[src/rtl/core/adcat_pkg.sv]
// Package with shared types and constants of the ADC averaging and temperature converter.
package adcat_pkg;

    localparam int CountW  = 13;
    localparam int SlopeW  = 16;
    localparam int OffsetW = 24;
    localparam int SampleW = 16;
    localparam int TsumW   = 22;
    localparam int WholeW  = 8;
    localparam int AvgW    = 16;
    localparam int VsumW   = 21;

    localparam int CfgIdxW = 2;
    localparam int CfgDataW = 24;

    localparam logic [CfgIdxW-1:0] CfgTempCount  = 2'd0;
    localparam logic [CfgIdxW-1:0] CfgTempSlope  = 2'd1;
    localparam logic [CfgIdxW-1:0] CfgTempOffset = 2'd2;

    localparam logic ChTemp   = 1'b0;
    localparam logic ChVideo  = 1'b1;
    localparam logic KindTemp  = 1'b0;
    localparam logic KindVideo = 1'b1;

    localparam int VideoAvgLen = 20;
    localparam int TempScale   = 100;
    localparam int TempShift   = 6;
    localparam int SlopeShift  = 10;

    localparam logic [CountW-1:0] CountReset = 13'd256;
    localparam logic [TsumW-1:0]  AccMax     = {TsumW{1'b1}};

    localparam int VcntW = $clog2(VideoAvgLen + 1);

    // Slope product and the offset-corrected value before the scale divide.
    localparam int ProdW = TsumW + SlopeW;
    localparam int DiffW = ProdW - SlopeShift + 2;

    // Video mean: sum / VideoAvgLen as a multiply by a rounded-up reciprocal.
    localparam int VdSh  = VsumW + $clog2(VideoAvgLen);
    localparam int VdMW  = VsumW + 1;
    localparam longint unsigned VdM =
        ((longint'(1) << VdSh) + longint'(VideoAvgLen) - 1) / longint'(VideoAvgLen);
    localparam int VProdW = VsumW + VdMW;

    // Temperature: values at or above SatLimit give 255; below it they fit TnW bits.
    localparam longint unsigned SatLimit = longint'(TempScale) * 256;
    localparam int TnW   = $clog2(TempScale * 256);
    localparam int TqSh  = TnW + $clog2(TempScale);
    localparam int TqMW  = TnW + 1;
    localparam longint unsigned TqM =
        ((longint'(1) << TqSh) + longint'(TempScale) - 1) / longint'(TempScale);
    localparam int TqW   = TnW + TqMW;

    typedef struct packed {
        logic             valid;
        logic             kind;
        logic [TsumW-1:0] tsum;
        logic [VsumW-1:0] vsum;
    } t_stage1;

    typedef struct packed {
        logic             valid;
        logic             kind;
        logic [TsumW-1:0] tsum;
        logic [ProdW-1:0] prod;
        logic [AvgW-1:0]  avg;
    } t_stage2;

    typedef struct packed {
        logic             valid;
        logic             kind;
        logic [TsumW-1:0] tsum;
        logic [DiffW-1:0] diff;
        logic [AvgW-1:0]  avg;
    } t_stage3;

    typedef struct packed {
        logic             valid;
        logic             kind;
        logic [TsumW-1:0] tsum;
        logic             neg;
        logic             over;
        logic [TqW-1:0]   qprod;
        logic [AvgW-1:0]  avg;
    } t_stage4;

endpackage

[src/rtl/core/adcat_in_if.sv]
// Input channel interface carrying tagged ADC samples.
interface adcat_in_if;
    import adcat_pkg::*;

    logic               valid;
    logic               ready;
    logic               channel;
    logic [SampleW-1:0] sample;

    modport source (output valid, output channel, output sample, input ready);
    modport sink (input valid, input channel, input sample, output ready);
endinterface

[src/rtl/core/adcat_out_if.sv]
// Output channel interface carrying temperature and video results.
interface adcat_out_if;
    import adcat_pkg::*;

    logic              valid;
    logic              ready;
    logic              result_kind;
    logic [TsumW-1:0]  temperature_sum;
    logic [WholeW-1:0] temperature_whole;
    logic [AvgW-1:0]   video_average;

    modport source (output valid, output result_kind, output temperature_sum,
                    output temperature_whole, output video_average, input ready);
    modport sink (input valid, input result_kind, input temperature_sum,
                  input temperature_whole, input video_average, output ready);
endinterface

[src/rtl/core/adcat_acc.sv]
// Running sums and countdowns for temperature and video samples.
module adcat_acc (
    input  logic                          i_clk,
    input  logic                          i_rst_n,
    adcat_in_if.sink                      i_in,
    input  logic [adcat_pkg::CountW-1:0]  i_count,
    input  logic                          i_take,
    output adcat_pkg::t_stage1            o_s1
);
    import adcat_pkg::*;

    logic [CountW-1:0] r_cd;
    logic [TsumW-1:0]  r_acc;
    logic [VsumW-1:0]  r_vsum;
    logic [VcntW-1:0]  r_vcnt;
    t_stage1           r_s1;

    logic              accept;
    logic [TsumW:0]    n_acc;
    logic [VsumW-1:0]  n_vsum;
    logic [VcntW-1:0]  n_vcnt;
    logic              temp_emit;
    logic              video_emit;

    assign i_in.ready = !r_s1.valid || i_take;
    assign accept     = i_in.valid && i_in.ready;

    assign n_acc  = {1'b0, r_acc} + (TsumW + 1)'(i_in.sample >> TempShift);
    assign n_vsum = r_vsum + VsumW'(i_in.sample);
    assign n_vcnt = r_vcnt + VcntW'(1);

    assign temp_emit  = (i_in.channel == ChTemp) && (r_cd == '0);
    assign video_emit = (i_in.channel == ChVideo) && (n_vcnt >= VcntW'(VideoAvgLen));

    always_ff @(posedge i_clk) begin
        if (!i_rst_n) begin
            r_cd   <= CountReset;
            r_acc  <= '0;
            r_vsum <= '0;
            r_vcnt <= '0;
        end else if (accept) begin
            if (i_in.channel == ChTemp) begin
                if (temp_emit) begin
                    r_acc <= '0;
                    r_cd  <= i_count;
                end else begin
                    r_acc <= n_acc[TsumW] ? AccMax : n_acc[TsumW-1:0];
                    r_cd  <= r_cd - CountW'(1);
                end
            end else begin
                if (video_emit) begin
                    r_vsum <= '0;
                    r_vcnt <= '0;
                end else begin
                    r_vsum <= n_vsum;
                    r_vcnt <= n_vcnt;
                end
            end
        end
    end

    always_ff @(posedge i_clk) begin
        if (!i_rst_n) begin
            r_s1.valid <= 1'b0;
        end else begin
            if (accept && (temp_emit || video_emit)) begin
                r_s1.valid <= 1'b1;
                r_s1.kind  <= temp_emit ? KindTemp : KindVideo;
                r_s1.tsum  <= temp_emit ? r_acc : '0;
                r_s1.vsum  <= video_emit ? n_vsum : '0;
            end else if (i_take) begin
                r_s1.valid <= 1'b0;
            end
        end
    end

    assign o_s1 = r_s1;
endmodule

[src/rtl/core/adcat_conv.sv]
// Conversion pipeline from sums to temperature degrees and video means.
module adcat_conv (
    input  logic                           i_clk,
    input  logic                           i_rst_n,
    input  adcat_pkg::t_stage1             i_s1,
    output logic                           o_take,
    input  logic [adcat_pkg::SlopeW-1:0]   i_slope,
    input  logic [adcat_pkg::OffsetW-1:0]  i_offset,
    adcat_out_if.source                    o_out
);
    import adcat_pkg::*;

    t_stage2           r_s2;
    t_stage3           r_s3;
    t_stage4           r_s4;
    logic              r_valid;
    logic              r_kind;
    logic [TsumW-1:0]  r_tsum;
    logic [WholeW-1:0] r_whole;
    logic [AvgW-1:0]   r_avg;

    logic              en2;
    logic              en3;
    logic              en4;
    logic              en_o;
    logic [ProdW-1:0]  n_prod;
    logic [VProdW-1:0] n_vprod;
    logic [DiffW-1:0]  n_diff;
    logic              n_neg;
    logic              n_over;
    logic [TqW-1:0]    n_qprod;
    logic [WholeW-1:0] n_whole;

    assign en_o   = !r_valid || o_out.ready;
    assign en4    = !r_s4.valid || en_o;
    assign en3    = !r_s3.valid || en4;
    assign en2    = !r_s2.valid || en3;
    assign o_take = en2;

    assign n_prod  = ProdW'(i_s1.tsum) * ProdW'(i_slope);
    assign n_vprod = VProdW'(i_s1.vsum) * VProdW'(VdM);

    assign n_diff = DiffW'(r_s2.prod[ProdW-1:SlopeShift])
                  - {{(DiffW - OffsetW){i_offset[OffsetW-1]}}, i_offset};

    assign n_neg   = r_s3.diff[DiffW-1];
    assign n_over  = !n_neg && (r_s3.diff >= DiffW'(SatLimit));
    assign n_qprod = TqW'(r_s3.diff[TnW-1:0]) * TqW'(TqM);

    always_comb begin
        if (r_s4.kind == KindVideo || r_s4.neg) begin
            n_whole = '0;
        end else if (r_s4.over) begin
            n_whole = {WholeW{1'b1}};
        end else begin
            n_whole = r_s4.qprod[TqSh+WholeW-1:TqSh];
        end
    end

    always_ff @(posedge i_clk) begin
        if (!i_rst_n) begin
            r_s2.valid <= 1'b0;
            r_s3.valid <= 1'b0;
            r_s4.valid <= 1'b0;
            r_valid    <= 1'b0;
        end else begin
            if (en2) begin
                r_s2.valid <= i_s1.valid;
                r_s2.kind  <= i_s1.kind;
                r_s2.tsum  <= i_s1.tsum;
                r_s2.prod  <= n_prod;
                r_s2.avg   <= n_vprod[VdSh+AvgW-1:VdSh];
            end
            if (en3) begin
                r_s3.valid <= r_s2.valid;
                r_s3.kind  <= r_s2.kind;
                r_s3.tsum  <= r_s2.tsum;
                r_s3.diff  <= n_diff;
                r_s3.avg   <= r_s2.avg;
            end
            if (en4) begin
                r_s4.valid <= r_s3.valid;
                r_s4.kind  <= r_s3.kind;
                r_s4.tsum  <= r_s3.tsum;
                r_s4.neg   <= n_neg;
                r_s4.over  <= n_over;
                r_s4.qprod <= n_qprod;
                r_s4.avg   <= r_s3.avg;
            end
            if (en_o) begin
                r_valid <= r_s4.valid;
                r_kind  <= r_s4.kind;
                r_tsum  <= r_s4.tsum;
                r_whole <= n_whole;
                r_avg   <= r_s4.avg;
            end
        end
    end

    assign o_out.valid             = r_valid;
    assign o_out.result_kind       = r_kind;
    assign o_out.temperature_sum   = r_tsum;
    assign o_out.temperature_whole = r_whole;
    assign o_out.video_average     = r_avg;
endmodule

[src/rtl/core/adc_average_temperature_convert.sv]
// Top level of the ADC averaging and temperature converter.
// Samples enter on i_in as transactions tagged with a channel. Temperature
// samples are shifted right by six and summed while a countdown runs; the
// temperature sample that finds the countdown at zero is not summed but
// triggers a conversion of the sum to whole degrees, saturated to 0..255.
// Video samples are summed, and every twentieth one yields their mean.
// Each result leaves on o_out as one transaction; other samples give none.
// The configuration port writes the sample count, slope and offset with
// i_cfg_we, i_cfg_index and i_cfg_data; the user must see that it is written
// only while the block is idle, which the block itself does not enforce. A
// result reaches o_out through the multiply, offset, scale and output registers.
// One sample is accepted in every cycle while i_in.ready is high. When the
// receiver stalls, results wait in the pipeline registers and samples are
// still taken; i_in.ready drops only when all five result registers are
// full and o_out.ready is low. Reset restores the count to 256, slope and
// offset to zero, clears the sums and empties the pipeline.
module adc_average_temperature_convert (
    input  logic                            i_clk,
    input  logic                            i_rst_n,
    adcat_in_if.sink                        i_in,
    adcat_out_if.source                     o_out,
    input  logic                            i_cfg_we,
    input  logic [adcat_pkg::CfgIdxW-1:0]   i_cfg_index,
    input  logic [adcat_pkg::CfgDataW-1:0]  i_cfg_data
);
    import adcat_pkg::*;

    logic [CountW-1:0]  r_count;
    logic [SlopeW-1:0]  r_slope;
    logic [OffsetW-1:0] r_offset;
    t_stage1            s1;
    logic               take;

    always_ff @(posedge i_clk) begin
        if (!i_rst_n) begin
            r_count  <= CountReset;
            r_slope  <= '0;
            r_offset <= '0;
        end else if (i_cfg_we) begin
            case (i_cfg_index)
                CfgTempCount:  r_count  <= i_cfg_data[CountW-1:0];
                CfgTempSlope:  r_slope  <= i_cfg_data[SlopeW-1:0];
                CfgTempOffset: r_offset <= i_cfg_data[OffsetW-1:0];
                default: begin
                end
            endcase
        end
    end

    adcat_acc u_acc (
        .i_clk   (i_clk),
        .i_rst_n (i_rst_n),
        .i_in    (i_in),
        .i_count (r_count),
        .i_take  (take),
        .o_s1    (s1)
    );

    adcat_conv u_conv (
        .i_clk    (i_clk),
        .i_rst_n  (i_rst_n),
        .i_s1     (s1),
        .o_take   (take),
        .i_slope  (r_slope),
        .i_offset (r_offset),
        .o_out    (o_out)
    );

`ifndef SYNTHESIS
    a_video_zero_temp: assert property (@(posedge i_clk) disable iff (!i_rst_n)
        o_out.valid && o_out.result_kind == KindVideo
        |-> o_out.temperature_sum == '0 && o_out.temperature_whole == '0)
        else $error("video result carries temperature fields");

    a_temp_zero_video: assert property (@(posedge i_clk) disable iff (!i_rst_n)
        o_out.valid && o_out.result_kind == KindTemp |-> o_out.video_average == '0)
        else $error("temperature result carries a video average");

    a_ready_only_full: assert property (@(posedge i_clk) disable iff (!i_rst_n)
        !i_in.ready |-> s1.valid && !take)
        else $error("input stalled while the first stage can move");
`endif
endmodule
[src/flat_wrapper.sv]
// flat-port wrapper written by rule: the top's interface ports become plain ports
module adc_average_temperature_convert_flat import adcat_pkg::*;
  (i_clk, i_rst_n, i_cfg_we, i_cfg_index, i_cfg_data, i_in_valid, i_in_channel, i_in_sample, i_in_ready, o_out_valid, o_out_result_kind, o_out_temperature_sum, o_out_temperature_whole, o_out_video_average, o_out_ready);
  adcat_in_if i_in_i ();
  adcat_out_if o_out_i ();
  input  logic i_clk;
  input  logic i_rst_n;
  input  logic i_cfg_we;
  input  logic [adcat_pkg::CfgIdxW-1:0] i_cfg_index;
  input  logic [adcat_pkg::CfgDataW-1:0] i_cfg_data;
  input wire logic [$bits(i_in_i.valid)-1:0] i_in_valid;
  input wire logic [$bits(i_in_i.channel)-1:0] i_in_channel;
  input wire logic [$bits(i_in_i.sample)-1:0] i_in_sample;
  output wire logic [$bits(i_in_i.ready)-1:0] i_in_ready;
  output wire logic [$bits(o_out_i.valid)-1:0] o_out_valid;
  output wire logic [$bits(o_out_i.result_kind)-1:0] o_out_result_kind;
  output wire logic [$bits(o_out_i.temperature_sum)-1:0] o_out_temperature_sum;
  output wire logic [$bits(o_out_i.temperature_whole)-1:0] o_out_temperature_whole;
  output wire logic [$bits(o_out_i.video_average)-1:0] o_out_video_average;
  input wire logic [$bits(o_out_i.ready)-1:0] o_out_ready;
  assign i_in_i.valid = i_in_valid;
  assign i_in_i.channel = i_in_channel;
  assign i_in_i.sample = i_in_sample;
  assign i_in_ready = i_in_i.ready;
  assign o_out_valid = o_out_i.valid;
  assign o_out_result_kind = o_out_i.result_kind;
  assign o_out_temperature_sum = o_out_i.temperature_sum;
  assign o_out_temperature_whole = o_out_i.temperature_whole;
  assign o_out_video_average = o_out_i.video_average;
  assign o_out_i.ready = o_out_ready;
  adc_average_temperature_convert u_core (.i_clk(i_clk), .i_rst_n(i_rst_n), .i_in(i_in_i), .o_out(o_out_i), .i_cfg_we(i_cfg_we), .i_cfg_index(i_cfg_index), .i_cfg_data(i_cfg_data));
endmodule
[config.mk]
export PLATFORM = sky130hd
export DESIGN_NAME = adc_average_temperature_convert_flat
export DESIGN_NICKNAME = d
export VERILOG_FILES = /design/src/rtl/core/adcat_pkg.sv /design/src/rtl/core/adcat_in_if.sv /design/src/rtl/core/adcat_out_if.sv /design/src/rtl/core/adcat_acc.sv /design/src/rtl/core/adcat_conv.sv /design/src/rtl/core/adc_average_temperature_convert.sv /design/src/flat_wrapper.sv
export SDC_FILE = /design/constraint.sdc
export NUM_CORES = 2
export LEC_CHECK = 0
export BUFFER_PORTS_ARGS = -buffer_cell sky130_fd_sc_hd__buf_2
export CAP_MARGIN = 5
export CORE_MARGIN = 3
export CORE_UTILIZATION = 62
export CTS_CLUSTER_SIZE = 10
export DETAILED_ROUTE_END_ITERATION = 12
export GPL_TIMING_DRIVEN = 1
export PLACE_DENSITY_LB_ADDON = 0.12
export SLEW_MARGIN = 30
export SYNTH_ARGS = -nofsm -noshare
export SYNTH_HDL_FRONTEND = slang
export SYNTH_HIERARCHICAL = 1
export SYNTH_SLANG_ARGS = --single-unit
[constraint.sdc]
create_clock -name i_clk -period 9.74 [get_ports i_clk]
set_clock_uncertainty 0.2 [all_clocks]
set_input_delay 0.974 -clock i_clk [delete_from_list [all_inputs] [get_ports i_clk]]
set_output_delay 0.974 -clock i_clk [all_outputs]
set_load 0.1 [all_outputs]
==> impl_metrics.env <==
export IMPL_cap_violations=0
export IMPL_portBuffers=96
export IMPL_async_flop_share_pct=0
export IMPL_final_nets=4739
export IMPL_met3WireLength_um=6594
export IMPL_synth_edf_count=276
export IMPL_die_width_um=254.7
export IMPL_finalSetupTns_ps=0
export IMPL_post_cts_buffers=0
export IMPL_cp_start_kind="register"
export IMPL_diodes=0
export IMPL_syn_nets=4681
export IMPL_finalPower_w=0.01145
export IMPL_total_leakage_power_nw=19.71
export IMPL_worstMarginPinSlew_ps=1004
export IMPL_top_layer="met5"
export IMPL_p_per_area_mw_per_mm2=279.4
export IMPL_timing_rr_end="u_core/u_conv/r_s2[13]$_DFFE_PP_"
export IMPL_syn2layout_area_growth_pct=6.877
export IMPL_finish_utilization_pct=67.38
export IMPL_hpwlAfterDp_um=73130
export IMPL_clock_latency_ps=600
export IMPL_fmax_mhz=140.0
export IMPL_max_stage_delay_ps=590
export IMPL_crit_fanout=5
export IMPL_status="finished, final reports clean"
export IMPL_clockBufferDepth=3
export IMPL_cts_resized=0
export IMPL_dieArea_mm2=0.06485
export IMPL_synth_area_mm2=0.03834
export IMPL_min_to="u_core/u_conv/r_s4[56]$_DFFE_PP_"
export IMPL_initial_core_util_pct=63.05
export IMPL_critPathKind="register to register"
export IMPL_drc=0
export IMPL_postRouteWirelength_um=92610
export IMPL_avgSynthCellArea_um2=10.45
export IMPL_setup_violations=0
export IMPL_clk_pin_slew_ps=60
export IMPL_worstReg2RegStart="u_core/u_acc/o_s1[13]$_SDFFCE_PN0P_"
export IMPL_ys_ff_latch=395
export IMPL_drt_initial_drc_count=1836
export IMPL_ff2ff_path_depth=21
export IMPL_hold_path_class="register to register"
export IMPL_grt_pass1_vias=27770
export IMPL_cts_made_buffers=48
export IMPL_drive_above_1_share_pct=5.607
export IMPL_grt_pass1_wl_um=148200
export IMPL_synth_distinct_cells=93
export IMPL_cp_common_cell="fa_1"
export IMPL_cts_tree="built"
export IMPL_first_pass_iters=5
export IMPL_syn_inst=3667
export IMPL_hp_start="u_core/u_conv/r_s3[53]$_DFFE_PP_"
export IMPL_wl_met2_um=42620
export IMPL_h_tree_depth=2
export IMPL_slew_limit_headroom_pct=32.99
export IMPL_fillCellCount=4654
export IMPL_synth_yosys_warnings=6
export IMPL_cpLargestDelayFamily="adder cells"
export IMPL_core_mm2=0.06081
export IMPL_num_vias=26100
export IMPL_grtUsageTotal_pct=29.46
export IMPL_placed_area_mm2=0.03948
export IMPL_synthFlopType="edfxtp_1"
export IMPL_grt_setup_unrepaired="false"
export IMPL_io_pins=97
export IMPL_ir_worst_vdd_uv=787.1
export IMPL_cp_slowest_cell="edfxtp_1"
export IMPL_arrival_ps=7280
export IMPL_min_period_ps=7142
export IMPL_met1_length_um=40440
export IMPL_grt_max_degree=70
export IMPL_finalHoldViolCount=0
export IMPL_timing_final_crit_share_pct=73.33
export IMPL_r2r_slack_ps=2600
export IMPL_antenna_found_initial=1
export IMPL_ctsHoldBuffers=0
export IMPL_viasPerCell=5.743
export IMPL_slew_violations=0
export IMPL_crit_buf_inv=4
export IMPL_cts_root_buf="clkbuf_16"
export IMPL_row_count=90
export IMPL_routedWlPerCell_um=20.38
export IMPL_cts_sinks=395
export IMPL_crit_required_ps=9880
export IMPL_hold_depth=0
export IMPL_die_height_um=254.7
export IMPL_seq_area_frac_synth_pct=27.83
export IMPL_grt_ovfl_total=0
export IMPL_place_congestion=0.9572
export IMPL_path_cells="ha_1, inv_1, fa_1, inv_1, ha_1, fa_1, inv_1, fa_1, inv_1, fa_1, fa_1, ha_1, a21o_1, a21o_1, a21o_1, a221oi_1, o211ai_1, nor2_1, nor3_1, o41ai_1, xnor2_1"
export IMPL_hold_slack_ps=199.7
export IMPL_fin_area_mm2=0.04097
export IMPL_critical_path_endpoint_type="register"
export IMPL_ant_nets=0
## layout by cell type, fill, tap and decap left out, types with 28 or more instances in the layout
cell type / instances
o21a_1: 28
edfxtp_1: 276
nand3_1: 39
clkbuf_16: 48
a21o_1: 51
ha_1: 470
buf_2: 95
inv_1: 757
a21oi_1: 117
and2_1: 155
nand2_1: 373
fa_1: 496
nor3_1: 30
xor2_1: 39
xnor2_1: 69
dfxtp_1: 117
o21ai_0: 60
mux2i_1: 57
nor2_1: 116
and3_1: 30
## final cells by class
| class | count | area, µm² | area share, % |
|---|---|---|---|
| clock buffer | 79 | 1358 | 3.313 |
| clock inverter | 9 | 127.6 | 0.3115 |
| sequential | 395 | 10670 | 26.05 |
| multi-input combinational | 2410 | 24380 | 59.50 |
| inverter | 759 | 2849 | 6.953 |
| timing repair buffer | 111 | 610.6 | 1.490 |
| tap | 782 | 978.4 | 2.388 |
## state kept, by name, indices dropped and copies added (netlist names), 8 cells and up
name	count
u_core/r_count	13
u_core/r_offset	24
u_core/r_slope	16
u_core/u_acc/o_s1	45
u_core/u_acc/r_acc	22
u_core/u_acc/r_cd	13
u_core/u_acc/r_vsum	21
u_core/u_conv/o_out.temperature_sum	22
u_core/u_conv/o_out.temperature_whole	8
u_core/u_conv/o_out.video_average	16
u_core/u_conv/r_s2	68
u_core/u_conv/r_s3	69
u_core/u_conv/r_s4	50
## cells in the mapped netlist, drive strengths merged, types with 6 or more instances
library cell  count  area [µm²]
inv             759        2849
fa              496        9930
ha              470        5881
nand2           373        1400
edfxtp          276        8288
and2            157       983.5
a21oi           119       603.1
dfxtp           119        2382
nor2            118       452.9
o21ai            82       414.2
clkbuf           81       304.0
xnor2            69       604.3
mux2i            57       570.6
a21o             51       382.9
nand3            40       200.2
xor2             39       341.6
nor3             32       170.2
and3             30       187.7
o21a             28       210.2
buf              22       181.4
nor2b            22       137.6
o211ai           18       153.9
a31oi            15       93.84
nand2b           15       93.84
nand4            15       93.84
a211oi           12       90.09
o31ai            10       75.07
a21boi            9       71.32
a41oi             8       77.58
nor4              8       77.57
o21bai            8       60.06
or3               7       43.79
a2bb2oi           6       52.55
## through the flow
stage,cells,setup slack [ps]
finish,4545,2598
global route,4545,2262
CTS,4545,2617
detailed placement,4457,2618
global placement,4455,2716
floorplan,3667,2683
## metal layers
| layer | up-vias | global-route usage, % |
|---|---|---|
| met5 | - | 0 |
| met4 | 2 | 8.829 |
| met3 | 172 | 4.609 |
| met2 | 938 | 48.01 |
| met1 | 13020 | 41.22 |
| li1 | 11970 | - |
## worst register-to-register path, cell delays in order (launching register included)
cell	delay, ps
edfxtp_1	590
ha_1	400
inv_1	120
fa_1	530
inv_1	50
ha_1	310
fa_1	510
inv_1	50
fa_1	470
inv_1	50
fa_1	560
fa_1	420
ha_1	350
a21o_1	190
a21o_1	190
a21o_1	170
a221oi_1	340
o211ai_1	170
nor2_1	470
nor3_1	180
o41ai_1	440
xnor2_1	100
## worst max-delay path by stage
stage	cells after the start	to	startpoint	slack (ps)
after CTS	22	u_core/u_conv/r_s2[53]$_DFFE_PP_	u_core/u_acc/o_s1[34]$_SDFFCE_PN0P_	2620
after global routing	22	u_core/u_conv/r_s2[53]$_DFFE_PP_	u_core/r_slope[1]$_SDFFE_PN0P_	2260
after floorplan	3	u_core/u_conv/n_neg$_DFFE_PP_	o_out_ready	2680
final	21	u_core/u_conv/r_s2[13]$_DFFE_PP_	u_core/u_acc/o_s1[13]$_SDFFCE_PN0P_	2600
after global placement	22	u_core/u_conv/r_s2[53]$_DFFE_PP_	u_core/u_acc/o_s1[34]$_SDFFCE_PN0P_	2720
after detailed placement	22	u_core/u_conv/r_s2[53]$_DFFE_PP_	u_core/u_acc/o_s1[34]$_SDFFCE_PN0P_	2620
## cells by family after synthesis
family	Yosys count	synth area share (%)
adders and majority gates	966	41.24
buffers and inverters	862	8.698
and+or+nand+nor	853	10.83
AOI/OAI and AO/OA	425	7.415
DFF	395	27.83
xor gates and xnor gates	108	2.467
muxes	58	1.518
## report_power, final
group | leakage, nW | switching [W] | internal (W)
sequential | 3.65 | 0.000160 | 0.00217
combinational | 15.4 | 0.00408 | 0.00335
clock | 0.705 | 0.000705 | 0.000982
Power figures use the tool's default switching activity.
